### src/sprm_pkg.sv
// Shared types and constants of the stereo peak and RMS level meter.
package sprm_pkg;

  // Fixed field widths
  localparam int IN_W   = 24;
  localparam int OUT_W  = 23;
  localparam int SUM_W  = 62;

  // Shared divide and square root datapath
  localparam int ROOT_W = SUM_W / 2;
  localparam int REM_W  = ROOT_W + 3;
  localparam int STEP_W = $clog2(SUM_W);
  localparam logic [STEP_W-1:0] DIV_LAST  = STEP_W'(SUM_W - 1);
  localparam logic [STEP_W-1:0] SQRT_LAST = STEP_W'(ROOT_W - 1);

  // Commands from the sequencer to the accumulator
  typedef struct packed {
    logic load;     // capture the magnitudes of a new sample pair
    logic step_l;   // update peaks and count, square the left magnitude
    logic step_r;   // add the left square, square the right magnitude
    logic add_r;    // add the right square
    logic clear;    // start a new metering block
  } acc_ctrl_t;

  // Handshake with the divide and square root unit
  typedef struct packed {
    logic start;
  } ds_ctrl_t;

  typedef struct packed {
    logic busy;
    logic done;
  } ds_stat_t;

  // Main sequencer states
  typedef enum logic [3:0] {
    ST_IDLE,
    ST_MUL_L,
    ST_MUL_R,
    ST_ADD_R,
    ST_START_L,
    ST_WAIT_L,
    ST_START_R,
    ST_WAIT_R,
    ST_EMIT
  } state_t;

  // Divide and square root unit states
  typedef enum logic [1:0] {
    DS_IDLE,
    DS_DIV,
    DS_SQRT
  } ds_state_t;

endpackage

### src/stereo_block_peak_rms_meter_unit.sv
// Top level of the stereo block peak and RMS level meter.
// One stereo sample pair is taken per transfer, and no new pair is taken until it is done:
// capture, then the single shared multiplier squares the left and the right magnitude
// in turn and each square is added to its 62-bit sum. The transfer that carries tlast
// is followed by the end-of-block result, which the one shared subtractor forms for each
// channel in turn: 62 restoring divide steps by the sample count and 31 square root
// steps. The next sample is taken only once the result is in the output register. A
// finished result waits in the output register while samples of the next block keep
// flowing. Samples beyond MAX_BLOCK in a block are dropped and flagged. SAMPLE_BITS sets
// how many low bits of each sample are used.
module stereo_block_peak_rms_meter_unit #(
  parameter int MAX_BLOCK   = 65536,
  parameter int SAMPLE_BITS = 24
) (
  input  logic        clk,
  input  logic        rst,
  input  logic        s_tvalid,
  output logic        s_tready,
  input  logic [47:0] s_tdata,   // sample_left[23:0], sample_right[47:24]
  input  logic        s_tlast,   // block_end
  output logic        m_tvalid,
  input  logic        m_tready,
  output logic [95:0] m_tdata    // peak_left, peak_right, rms_left, rms_right, overflowed
);
  import sprm_pkg::*;

  localparam int CNT_W = $clog2(MAX_BLOCK + 1);

  state_t             state;
  state_t             state_next;
  acc_ctrl_t          acc_ctrl;
  ds_ctrl_t           ds_ctrl;
  ds_stat_t           ds_stat;
  logic               room;
  logic [CNT_W-1:0]   count;
  logic               overflow;
  logic [OUT_W-1:0]   peak_left;
  logic [OUT_W-1:0]   peak_right;
  logic [SUM_W-1:0]   sum_left;
  logic [SUM_W-1:0]   sum_right;
  logic [SUM_W-1:0]   ds_dividend;
  logic [OUT_W-1:0]   root;
  logic [OUT_W-1:0]   rms_left_hold;
  logic               last;
  logic               load_out;

  sprm_accum #(
    .MAX_BLOCK   (MAX_BLOCK),
    .SAMPLE_BITS (SAMPLE_BITS),
    .CNT_W       (CNT_W)
  ) u_accum (
    .clk          (clk),
    .rst          (rst),
    .ctrl         (acc_ctrl),
    .sample_left  (s_tdata[IN_W-1:0]),
    .sample_right (s_tdata[2*IN_W-1:IN_W]),
    .room         (room),
    .count        (count),
    .overflow     (overflow),
    .peak_left    (peak_left),
    .peak_right   (peak_right),
    .sum_left     (sum_left),
    .sum_right    (sum_right)
  );

  assign ds_dividend = (state == ST_START_R) ? sum_right : sum_left;

  sprm_divsqrt #(
    .CNT_W (CNT_W)
  ) u_divsqrt (
    .clk      (clk),
    .rst      (rst),
    .ctrl     (ds_ctrl),
    .dividend (ds_dividend),
    .divisor  (count),
    .stat     (ds_stat),
    .root_out (root)
  );

  // Sequencer state register
  always_ff @(posedge clk) begin
    if (rst) begin
      state <= ST_IDLE;
    end else begin
      state <= state_next;
    end
  end

  // Sequencer next state and commands
  always_comb begin
    state_next    = state;
    s_tready      = 1'b0;
    acc_ctrl      = '0;
    ds_ctrl       = '0;
    load_out      = 1'b0;
    case (state)
      ST_IDLE: begin
        s_tready = 1'b1;
        if (s_tvalid) begin
          acc_ctrl.load = 1'b1;
          if (room) begin
            state_next = ST_MUL_L;
          end else if (s_tlast) begin
            state_next = ST_START_L;
          end
        end
      end
      ST_MUL_L: begin
        acc_ctrl.step_l = 1'b1;
        state_next      = ST_MUL_R;
      end
      ST_MUL_R: begin
        acc_ctrl.step_r = 1'b1;
        state_next      = ST_ADD_R;
      end
      ST_ADD_R: begin
        acc_ctrl.add_r = 1'b1;
        state_next     = last ? ST_START_L : ST_IDLE;
      end
      ST_START_L: begin
        ds_ctrl.start = 1'b1;
        state_next    = ST_WAIT_L;
      end
      ST_WAIT_L: begin
        if (ds_stat.done) begin
          state_next = ST_START_R;
        end
      end
      ST_START_R: begin
        ds_ctrl.start = 1'b1;
        state_next    = ST_WAIT_R;
      end
      ST_WAIT_R: begin
        if (ds_stat.done) begin
          state_next = ST_EMIT;
        end
      end
      ST_EMIT: begin
        if (!m_tvalid || m_tready) begin
          load_out       = 1'b1;
          acc_ctrl.clear = 1'b1;
          state_next     = ST_IDLE;
        end
      end
      default: begin
        state_next = ST_IDLE;
      end
    endcase
  end

  // Block-end flag and the left RMS while the right one is formed
  always_ff @(posedge clk) begin
    if (state == ST_IDLE && s_tvalid) begin
      last <= s_tlast;
    end
    if (state == ST_WAIT_L && ds_stat.done) begin
      rms_left_hold <= root;
    end
  end

  // Output register
  always_ff @(posedge clk) begin
    if (rst) begin
      m_tvalid <= 1'b0;
    end else if (load_out) begin
      m_tvalid <= 1'b1;
    end else if (m_tready) begin
      m_tvalid <= 1'b0;
    end
  end

  always_ff @(posedge clk) begin
    if (load_out) begin
      m_tdata <= {3'b000, overflow, root, rms_left_hold, peak_right, peak_left};
    end
  end

endmodule

### src/sprm_accum.sv
// Per-channel magnitude, running peak and sum of squares with one shared multiplier.
module sprm_accum #(
  parameter int MAX_BLOCK   = 65536,
  parameter int SAMPLE_BITS = 24,
  parameter int CNT_W       = 17
) (
  input  logic                         clk,
  input  logic                         rst,
  input  sprm_pkg::acc_ctrl_t          ctrl,
  input  logic [sprm_pkg::IN_W-1:0]    sample_left,
  input  logic [sprm_pkg::IN_W-1:0]    sample_right,
  output logic                         room,
  output logic [CNT_W-1:0]             count,
  output logic                         overflow,
  output logic [sprm_pkg::OUT_W-1:0]   peak_left,
  output logic [sprm_pkg::OUT_W-1:0]   peak_right,
  output logic [sprm_pkg::SUM_W-1:0]   sum_left,
  output logic [sprm_pkg::SUM_W-1:0]   sum_right
);
  import sprm_pkg::*;

  localparam int MAG_W = SAMPLE_BITS - 1;
  localparam int SQ_W  = 2 * MAG_W;

  logic [MAG_W-1:0] mag_left;
  logic [MAG_W-1:0] mag_right;
  logic [MAG_W-1:0] mag_left_next;
  logic [MAG_W-1:0] mag_right_next;
  logic [MAG_W-1:0] run_peak_left;
  logic [MAG_W-1:0] run_peak_right;
  logic [MAG_W-1:0] mul_op;
  logic [SQ_W-1:0]  mul_res;
  logic [SQ_W-1:0]  prod;

  // Magnitude of a two's complement code; the most negative code saturates.
  function automatic logic [MAG_W-1:0] magnitude(input logic [SAMPLE_BITS-1:0] v);
    logic [SAMPLE_BITS-1:0] neg;
    neg = -v;
    if (!v[SAMPLE_BITS-1]) begin
      return v[MAG_W-1:0];
    end else if (neg[SAMPLE_BITS-1]) begin
      return '1;
    end else begin
      return neg[MAG_W-1:0];
    end
  endfunction

  always_comb begin
    mag_left_next  = magnitude(sample_left[SAMPLE_BITS-1:0]);
    mag_right_next = magnitude(sample_right[SAMPLE_BITS-1:0]);
  end

  // The one multiplier squares the left magnitude, then the right one.
  assign mul_op  = ctrl.step_r ? mag_right : mag_left;
  assign mul_res = mul_op * mul_op;

  assign room = (count != CNT_W'(MAX_BLOCK));

  // Captured magnitudes and the registered product
  always_ff @(posedge clk) begin
    if (ctrl.load) begin
      mag_left  <= mag_left_next;
      mag_right <= mag_right_next;
    end
    if (ctrl.step_l || ctrl.step_r) begin
      prod <= mul_res;
    end
  end

  // Block state: peaks, sums, count and the dropped-sample flag
  always_ff @(posedge clk) begin
    if (rst || ctrl.clear) begin
      run_peak_left  <= '0;
      run_peak_right <= '0;
      sum_left       <= '0;
      sum_right      <= '0;
      count          <= '0;
      overflow       <= 1'b0;
    end else begin
      if (ctrl.load && !room) begin
        overflow <= 1'b1;
      end
      if (ctrl.step_l) begin
        if (mag_left > run_peak_left) begin
          run_peak_left <= mag_left;
        end
        if (mag_right > run_peak_right) begin
          run_peak_right <= mag_right;
        end
        count <= count + CNT_W'(1);
      end
      if (ctrl.step_r) begin
        sum_left <= sum_left + SUM_W'(prod);
      end
      if (ctrl.add_r) begin
        sum_right <= sum_right + SUM_W'(prod);
      end
    end
  end

  assign peak_left  = OUT_W'(run_peak_left);
  assign peak_right = OUT_W'(run_peak_right);

endmodule

### src/sprm_divsqrt.sv
// Iterative restoring divide followed by a digit-by-digit square root on one subtractor.
module sprm_divsqrt #(
  parameter int CNT_W = 17
) (
  input  logic                         clk,
  input  logic                         rst,
  input  sprm_pkg::ds_ctrl_t           ctrl,
  input  logic [sprm_pkg::SUM_W-1:0]   dividend,
  input  logic [CNT_W-1:0]             divisor,
  output sprm_pkg::ds_stat_t           stat,
  output logic [sprm_pkg::OUT_W-1:0]   root_out
);
  import sprm_pkg::*;

  ds_state_t         state;
  ds_state_t         state_next;
  logic [STEP_W-1:0] step;
  logic [SUM_W-1:0]  work;
  logic [REM_W-1:0]  rem;
  logic [ROOT_W-1:0] root;
  logic [CNT_W-1:0]  div_hold;
  logic              done;
  logic [REM_W-1:0]  op_a;
  logic [REM_W-1:0]  op_b;
  logic [REM_W:0]    diff;
  logic              ge;

  // Shared compare and subtract; operands depend on the phase.
  always_comb begin
    if (state == DS_SQRT) begin
      op_a = {rem[REM_W-3:0], work[SUM_W-1 -: 2]};
      op_b = REM_W'({root, 2'b01});
    end else begin
      op_a = {rem[REM_W-2:0], work[SUM_W-1]};
      op_b = REM_W'(div_hold);
    end
    diff = {1'b0, op_a} - {1'b0, op_b};
    ge   = !diff[REM_W];
  end

  // Phase sequencing
  always_comb begin
    state_next = state;
    case (state)
      DS_IDLE: begin
        if (ctrl.start) begin
          state_next = DS_DIV;
        end
      end
      DS_DIV: begin
        if (step == DIV_LAST) begin
          state_next = DS_SQRT;
        end
      end
      DS_SQRT: begin
        if (step == SQRT_LAST) begin
          state_next = DS_IDLE;
        end
      end
      default: begin
        state_next = DS_IDLE;
      end
    endcase
  end

  always_ff @(posedge clk) begin
    if (rst) begin
      state <= DS_IDLE;
      done  <= 1'b0;
    end else begin
      state <= state_next;
      done  <= (state == DS_SQRT) && (step == SQRT_LAST);
    end
  end

  // Datapath: quotient bits shift into work, then root digits come out of it.
  always_ff @(posedge clk) begin
    case (state)
      DS_IDLE: begin
        if (ctrl.start) begin
          work     <= dividend;
          div_hold <= divisor;
          rem      <= '0;
          step     <= '0;
        end
      end
      DS_DIV: begin
        work <= {work[SUM_W-2:0], ge};
        rem  <= ge ? diff[REM_W-1:0] : op_a;
        if (step == DIV_LAST) begin
          step <= '0;
          rem  <= '0;
          root <= '0;
        end else begin
          step <= step + STEP_W'(1);
        end
      end
      DS_SQRT: begin
        work <= {work[SUM_W-3:0], 2'b00};
        rem  <= ge ? diff[REM_W-1:0] : op_a;
        root <= {root[ROOT_W-2:0], ge};
        step <= step + STEP_W'(1);
      end
      default: begin
        step <= '0;
      end
    endcase
  end

  assign stat.busy = (state != DS_IDLE);
  assign stat.done = done;
  assign root_out  = root[OUT_W-1:0];

endmodule

### config.mk
export PLATFORM = sky130hd
export DESIGN_NAME = stereo_block_peak_rms_meter_unit
export DESIGN_NICKNAME = d
export VERILOG_FILES = /design/src/sprm_pkg.sv /design/src/stereo_block_peak_rms_meter_unit.sv /design/src/sprm_accum.sv /design/src/sprm_divsqrt.sv
export SDC_FILE = /design/constraint.sdc
export NUM_CORES = 2
export LEC_CHECK = 0
export BUFFER_PORTS_ARGS = -buffer_cell sky130_fd_sc_hd__buf_2
export CORE_UTILIZATION = 35
export CTS_CLUSTER_DIAMETER = 80
export DETAILED_ROUTE_END_ITERATION = 8
export SYNTH_ARGS = -nofsm -noshare
export SYNTH_HDL_FRONTEND = slang
export SYNTH_SLANG_ARGS = --single-unit
### constraint.sdc
create_clock -name clk -period 9.4 [get_ports clk]
set_input_delay 1.88 -clock clk [delete_from_list [all_inputs] [get_ports clk]]
set_output_delay 1.88 -clock clk [all_outputs]
set_load 0.01 [all_outputs]
**After elaboration in Yosys (flattened, before gate mapping)**

Cells that the tools add are included.

- Muxes and demuxes: 42
- Multipliers: 1
- Magnitude comparators: 2
- Reductions and logical operators: 23
- $add $sub $neg: 7
- Eq/ne operators: 21

Operators by type and width:

| cell | count |
|---|---|
| one-hot mux 62 bit (3 select lines) | 1 |
| 2-to-1 mux 33 bit | 4 |
| adder 62 x 46 -> 62 bit | 2 |
| 2-to-1 mux 62 bit | 2 |
| 2-to-1 mux 23 bit | 5 |
| one-hot mux 33 bit (3 select lines) | 1 |
| one-hot mux 31 bit (2 select lines) | 1 |
| negation 24 bit | 2 |
| greater-than comparator 23 bit | 2 |
| multiplier 23 x 23 -> 46 bit | 1 |
| one-hot mux 4 bit (9 select lines) | 1 |
| subtractor 34 x 33 -> 35 bit | 1 |
| 2-to-1 mux 34 bit | 1 |
| 2-to-1 mux 31 bit | 1 |
| 2-to-1 mux 4 bit | 6 |
| one-hot mux 6 bit (3 select lines) | 1 |
| adder 17 x 1 -> 17 bit, second input constant | 1 |
| inequality test 17 bit, second input constant | 1 |
| equality test 4 x 3 -> 1 bit, second input constant | 4 |
| 2-to-1 mux 6 bit | 2 |
| 2-to-1 mux 1 bit | 11 |
| AND reduction 2 bit | 5 |
| equality test 4 x 2 -> 1 bit, second input constant | 2 |
| inequality test 2 x 1 -> 1 bit, second input constant | 4 |
| other kinds (22) | 34 |

- Output and inout bits: 98
- Logic and storage cells: 117
- Register bits after elaboration: 554
- Input bits: 53

**Longest topological paths before layout**

- Depth after elaboration: 6
- Depth in mapped cells: 36
- Mapped depth without buffers: 33

**Modules after synthesis**

From an unflattened synthesis, not the netlist that was laid out.

- Cell total of the unflattened synthesis: 4755
- Area, all modules: 46611.0 um^2

By module, submodules not included:

| module | cells each | sequential area each (um^2) | area each (um^2) | times used |
|---|---|---|---|---|
| sprm_accum | 3652 | 6496.2 | 32318.5 | 1 |
| sprm_divsqrt | 870 | 4534.3 | 9236.4 | 1 |
| stereo_block_peak_rms_meter_unit | 233 | 3613.5 | 5056.1 | 1 |

**Least setup slack after synthesis**

OpenSTA, ideal clock, no wires.

- Path kind: reg-to-reg
- Start point: register state[3]
- End point: register u_accum.prod[45] (data pin)
- Period minus slack after synthesis: 8.540 ns
- Required time: 9.264 ns
- Path buffers: 5
- Setup slack: 0.860 ns
- Data arrival time: 8.404 ns
- Cell stages (with the launch flop): 36
- Library setup time: 0.136 ns
- Path through: dfxtp_1 -> clkbuf_1 -> nor2_1 -> and3_1 -> buf_2 -> buf_1 -> clkbuf_1 -> nand2_1 -> nand2_1 -> clkbuf_1 -> nand2_1 -> fa_1 -> inv_1 -> fa_1 -> inv_1 -> fa_1 -> inv_1 -> fa_1 -> inv_1 -> fa_1 -> inv_1 -> fa_1 -> inv_1 -> fa_1 -> inv_1 -> ha_1 -> o21a_1 -> nor2_1 -> a21oi_1 -> a22o_1 -> o41ai_2 -> o21a_1 -> o31a_2 -> o21ai_1 -> or4_1 -> nand3_1

- Cells in the longest elaborated chain, start to end: 4

RTL lines:

| item | RTL line | source |
|---|---|---|
| start, declared | stereo_block_peak_rms_meter_unit.sv:29 | `state_t state;` |
| start signal, assigned | stereo_block_peak_rms_meter_unit.sv:85 | `state <= state_next;` |
| equality test 4 x 2 -> 1 bit | stereo_block_peak_rms_meter_unit.sv:96 | `case (state)` |
| 2-to-1 mux 1 bit | stereo_block_peak_rms_meter_unit.sv:96 |  |
| 2-to-1 mux 23 bit | sprm_accum.sv:54 | `assign mul_op = ctrl.step_r ? mag_right : mag_left;` |
| multiplier 23 x 23 -> 46 bit | sprm_accum.sv:55 | `assign mul_res = mul_op * mul_op;` |
| named net u_accum.mul_res[45] | sprm_accum.sv:32 | `logic [SQ_W-1:0] mul_res;` |
| end signal, assigned | sprm_accum.sv:66 | `prod <= mul_res;` |
| end, declared | sprm_accum.sv:33 | `logic [SQ_W-1:0] prod;` |

The timed path passes the listed nets, and every way through them passes these cells.
A chain may end at the register's enable or synchronous reset.

**Worst setup path after layout**

- Start point: register state[1]
- End point: register u_accum.prod[45] (data pin)

Same word-level chain as after synthesis.

==> results_dict.tcl <==
set metrics [dict create \
    run_status "complete, no violations" \
    min_path_type "reg2reg" \
    initial_utilization_pct 35.4 \
    fin_crit_ps 8830 \
    tightest_slew_ps 1120 \
    slowest_delay_ps 540 \
    cts_root_buf "clkbuf_16" \
    crit_path_start_kind "flop" \
    holdWs_ps 414 \
    n_antenna_cell 0 \
    clk_path_buf_depth 3 \
    cp_slowest_cell "fa_1" \
    drc 0 \
    hold_viol 0 \
    synth_edf_count 357 \
    hpwl_um 92500 \
    arrival_ps 9300 \
    core_area_um2 128000 \
    crit_fanout 18 \
    critPathCaptureType "flop" \
    synth_fa_ha_area_share_pct 26.8 \
    synth_area_um2 45200 \
    cts_tree "done" \
    dp_cells 6393 \
    stdcell_count 6516 \
    synth_cell_type_count 87 \
    dr.pass1.iters 6 \
    io_buffers 147 \
    ys_seq_area_share_pct 32.4 \
    wl_per_cell_um 18.2 \
    slew-limit-headroom_pct 25.2 \
    place.gp.congestion 0.941 \
    synth_mux_area_share_pct 2.97 \
    insertion_delay_ps 640 \
    vias 33500 \
    area.growth.synth_to_final_pct 11.0 \
    crit_type "reg2reg" \
    first_iter_violations 2280 \
    synth-compound-area-share_pct 13.4 \
    io_pins 151 \
    grt_max_degree 80 \
    fin_nets 5590 \
    nFillCells 12700 \
    maxSlewViolCount 0 \
    ant_nets 0 \
    drt_wl_total_um 118000 \
    setup_tns_ps 0 \
    grt_pass1_vias 34200 \
    postCtsHoldBufs 0 \
    cts_made_buffers 67 \
    ys.flop_type "edfxtp_1" \
    synthSimpleGateAreaFrac_pct 13.4 \
    die_area_um2 131000 \
    synth_top_family_by_area "adder cells" \
    ys_warn_count 0 \
    synth-async-reset-ratio_pct 0 \
    r2r_cells 32 \
    netlist_instances 4720 \
    dpl_cell_area_um2 47800 \
    synthXorXnorAreaFrac_pct 4.20 \
    fmax_ghz 0.113 \
    rows 131 \
    final_area_um2 50200 \
    avgViaCountPerCell 5.15 \
    fin_crit_sh_pct 93.9 \
    drive_gt1_share_pct 8.32 \
    grt_use_total_pct 18.1 \
    syn_area_per_cell_um2 9.58 \
    gr-total-overflow 0 \
    cp.required_ps 9870 \
    drv_cap 0 \
    setup_viol 0 \
    cts_num_sinks 553 \
    holdPathStages 0 \
    grt_pass1_wl_um 189000 \
    grt_antenna_before_repair 5 \
    htreeDepth 3 \
    fin_skew_ps 44.1 \
    die_x_um 361 \
    clk_pin_slew_ps 60 \
    rsz0062_at_grt "no" \
    die_h_um 361 \
    synth_seq_cells 553 \
    post_cts_buffers 0 \
]
## cell families (layout without fill, tap and decap cells)
family / count (synthesis) / in the layout
buf+inv: 811 / 943
compound gates: 944 / 944
simple gates: 1327 / 1327
other cells: 1 / 3
xor+xnor: 217 / 217
mux: 130 / 130
fa+ha+maj: 737 / 737
flops: 553 / 553
## final cells by class
type	instances	area, µm²	area share [%]
multi-input cells	3358	27600	55.0
clock buffers	81	1740	3.46
flip-flops and latches	553	14600	29.2
well taps	1662	2080	4.14
inverters	610	2290	4.56
clock inverters	42	649	1.29
repair buffers	210	1210	2.41
## path summary, 6_finish.rpt
| path | start | to | slack [ps] |
|---|---|---|---|
| min | rms_left_hold[9]$_DFFE_PP_ | m_tdata[55]$_DFFE_PP_ | 410 |
| max reg2reg | state[1]$_SDFFE_PP0P_ | u_accum.prod[45]$_DFFE_PP_ | 570 |
| min reg2reg | rms_left_hold[9]$_DFFE_PP_ | m_tdata[55]$_DFFE_PP_ | 410 |
| max | state[1]$_SDFFE_PP0P_ | u_accum.prod[45]$_DFFE_PP_ | 570 |
## cells in the final DEF (no fill, tap or decap), types with 10 or more instances in the layout
| master | count |
|---|---|
| bufinv_16 | 12 |
| a22oi_1 | 63 |
| clkbuf_1 | 13 |
| ha_1 | 347 |
| and3_1 | 28 |
| mux2_2 | 34 |
| a21oi_1 | 334 |
| nand2_1 | 515 |
| xor2_1 | 98 |
| dfxtp_1 | 196 |
| nand3_1 | 80 |
| a31oi_1 | 33 |
| buf_2 | 147 |
| o21bai_1 | 29 |
| and4_1 | 10 |
| o21a_1 | 20 |
| clkinv_1 | 11 |
| nor4_1 | 18 |
| o31ai_1 | 24 |
| nor3_1 | 30 |
| nand2b_1 | 19 |
| a21o_1 | 126 |
| or2_2 | 10 |
| clkbuf_16 | 67 |
| mux2i_1 | 93 |
| xnor2_1 | 119 |
| buf_4 | 63 |
| nand4_1 | 50 |
| inv_1 | 605 |
| nor2b_1 | 85 |
| o21ai_0 | 120 |
| and2_1 | 53 |
| a211oi_1 | 81 |
| or3_1 | 30 |
| o211ai_1 | 12 |
| fa_1 | 387 |
| edfxtp_1 | 357 |
| nor2_1 | 364 |
## cell usage after synthesis, drive strengths merged, types with 19 or more instances
cell    instances  area share, %
inv           607            5.0
nand2         518            4.3
fa            387             17
nor2          366            3.0
edfxtp        357             24
ha            350            9.7
a21oi         336            3.7
dfxtp         196            8.7
clkbuf        173            1.4
a21o          126            2.1
o21ai         124            1.4
xnor2         119            2.3
xor2           98            1.9
mux2i          96            2.1
nor2b          86            1.2
a211oi         84            1.4
nand3          80           0.89
a22oi          63            1.0
and2           54           0.75
nand4          50           0.69
mux2           34           0.85
a31oi          33           0.46
and3           30           0.43
nor3           30           0.33
or3            30           0.41
o21bai         29           0.48
buf            28           0.38
o31ai          26           0.44
o21a           20           0.33
nand2b         19           0.26
nor4           19           0.28
## per-layer routing
metal	vias to the layer above	track usage (%)	part of all wire (%)	routed length, µm
li1	16200	-	-	-
met1	16400	24.6	46	55000
met2	763	30.0	47	55200
met3	171	2.25	4.5	5280
met4	0	5.23	2.5	2960
met5	-	0	0	0
## critical path, delay by kind of cell, from the launching register on
kind	cells	cell delay, ps
AO/OA/AOI/OAI	7	1520
adder cells (fa/ha/maj)	8	3890
buffers and inverters	9	1070
flip-flops	1	450
AND/OR/NAND/NOR	8	1720
## state kept, by name, summed over array words and instances, names as in the netlist
| name | count |
|---|---|
| state | 4 |
| u_divsqrt.state | 2 |
| u_accum.sum_right | 62 |
| u_accum.prod | 45 |
| u_accum.sum_left | 62 |
| u_divsqrt.done | 1 |
| u_accum.count | 17 |
| m_tvalid | 1 |
| u_divsqrt.root | 31 |
| u_divsqrt.work | 62 |
| u_accum.mag_right | 23 |
| u_accum.peak_left | 23 |
| last | 1 |
| u_accum.mag_left | 23 |
| u_divsqrt.step | 6 |
| u_divsqrt.rem | 33 |
| u_accum.peak_right | 23 |
| u_accum.overflow | 1 |
| rms_left_hold | 23 |
| u_divsqrt.div_hold | 17 |
| m_tdata | 93 |
## timing repair
action | CTS | global route
setup endpoints to repair | 0 | 2
gates resized for setup | 0 | 3
endpoints found under the hold margin | 0 | 0
## metrics by stage
stage / setup slack [ps] / utilization [%]
after floorplan: 860 / -
final: 571 / 39.3
after global routing: 92.8 / 39.3
after global placement: 692 / 37.4
after detailed placement: 547 / 37.4
after CTS: 498 / 39.3
Power is left out: the tool's default activity adds up to more than one toggle a clock period on the data nets, which glitch-free logic cannot reach.
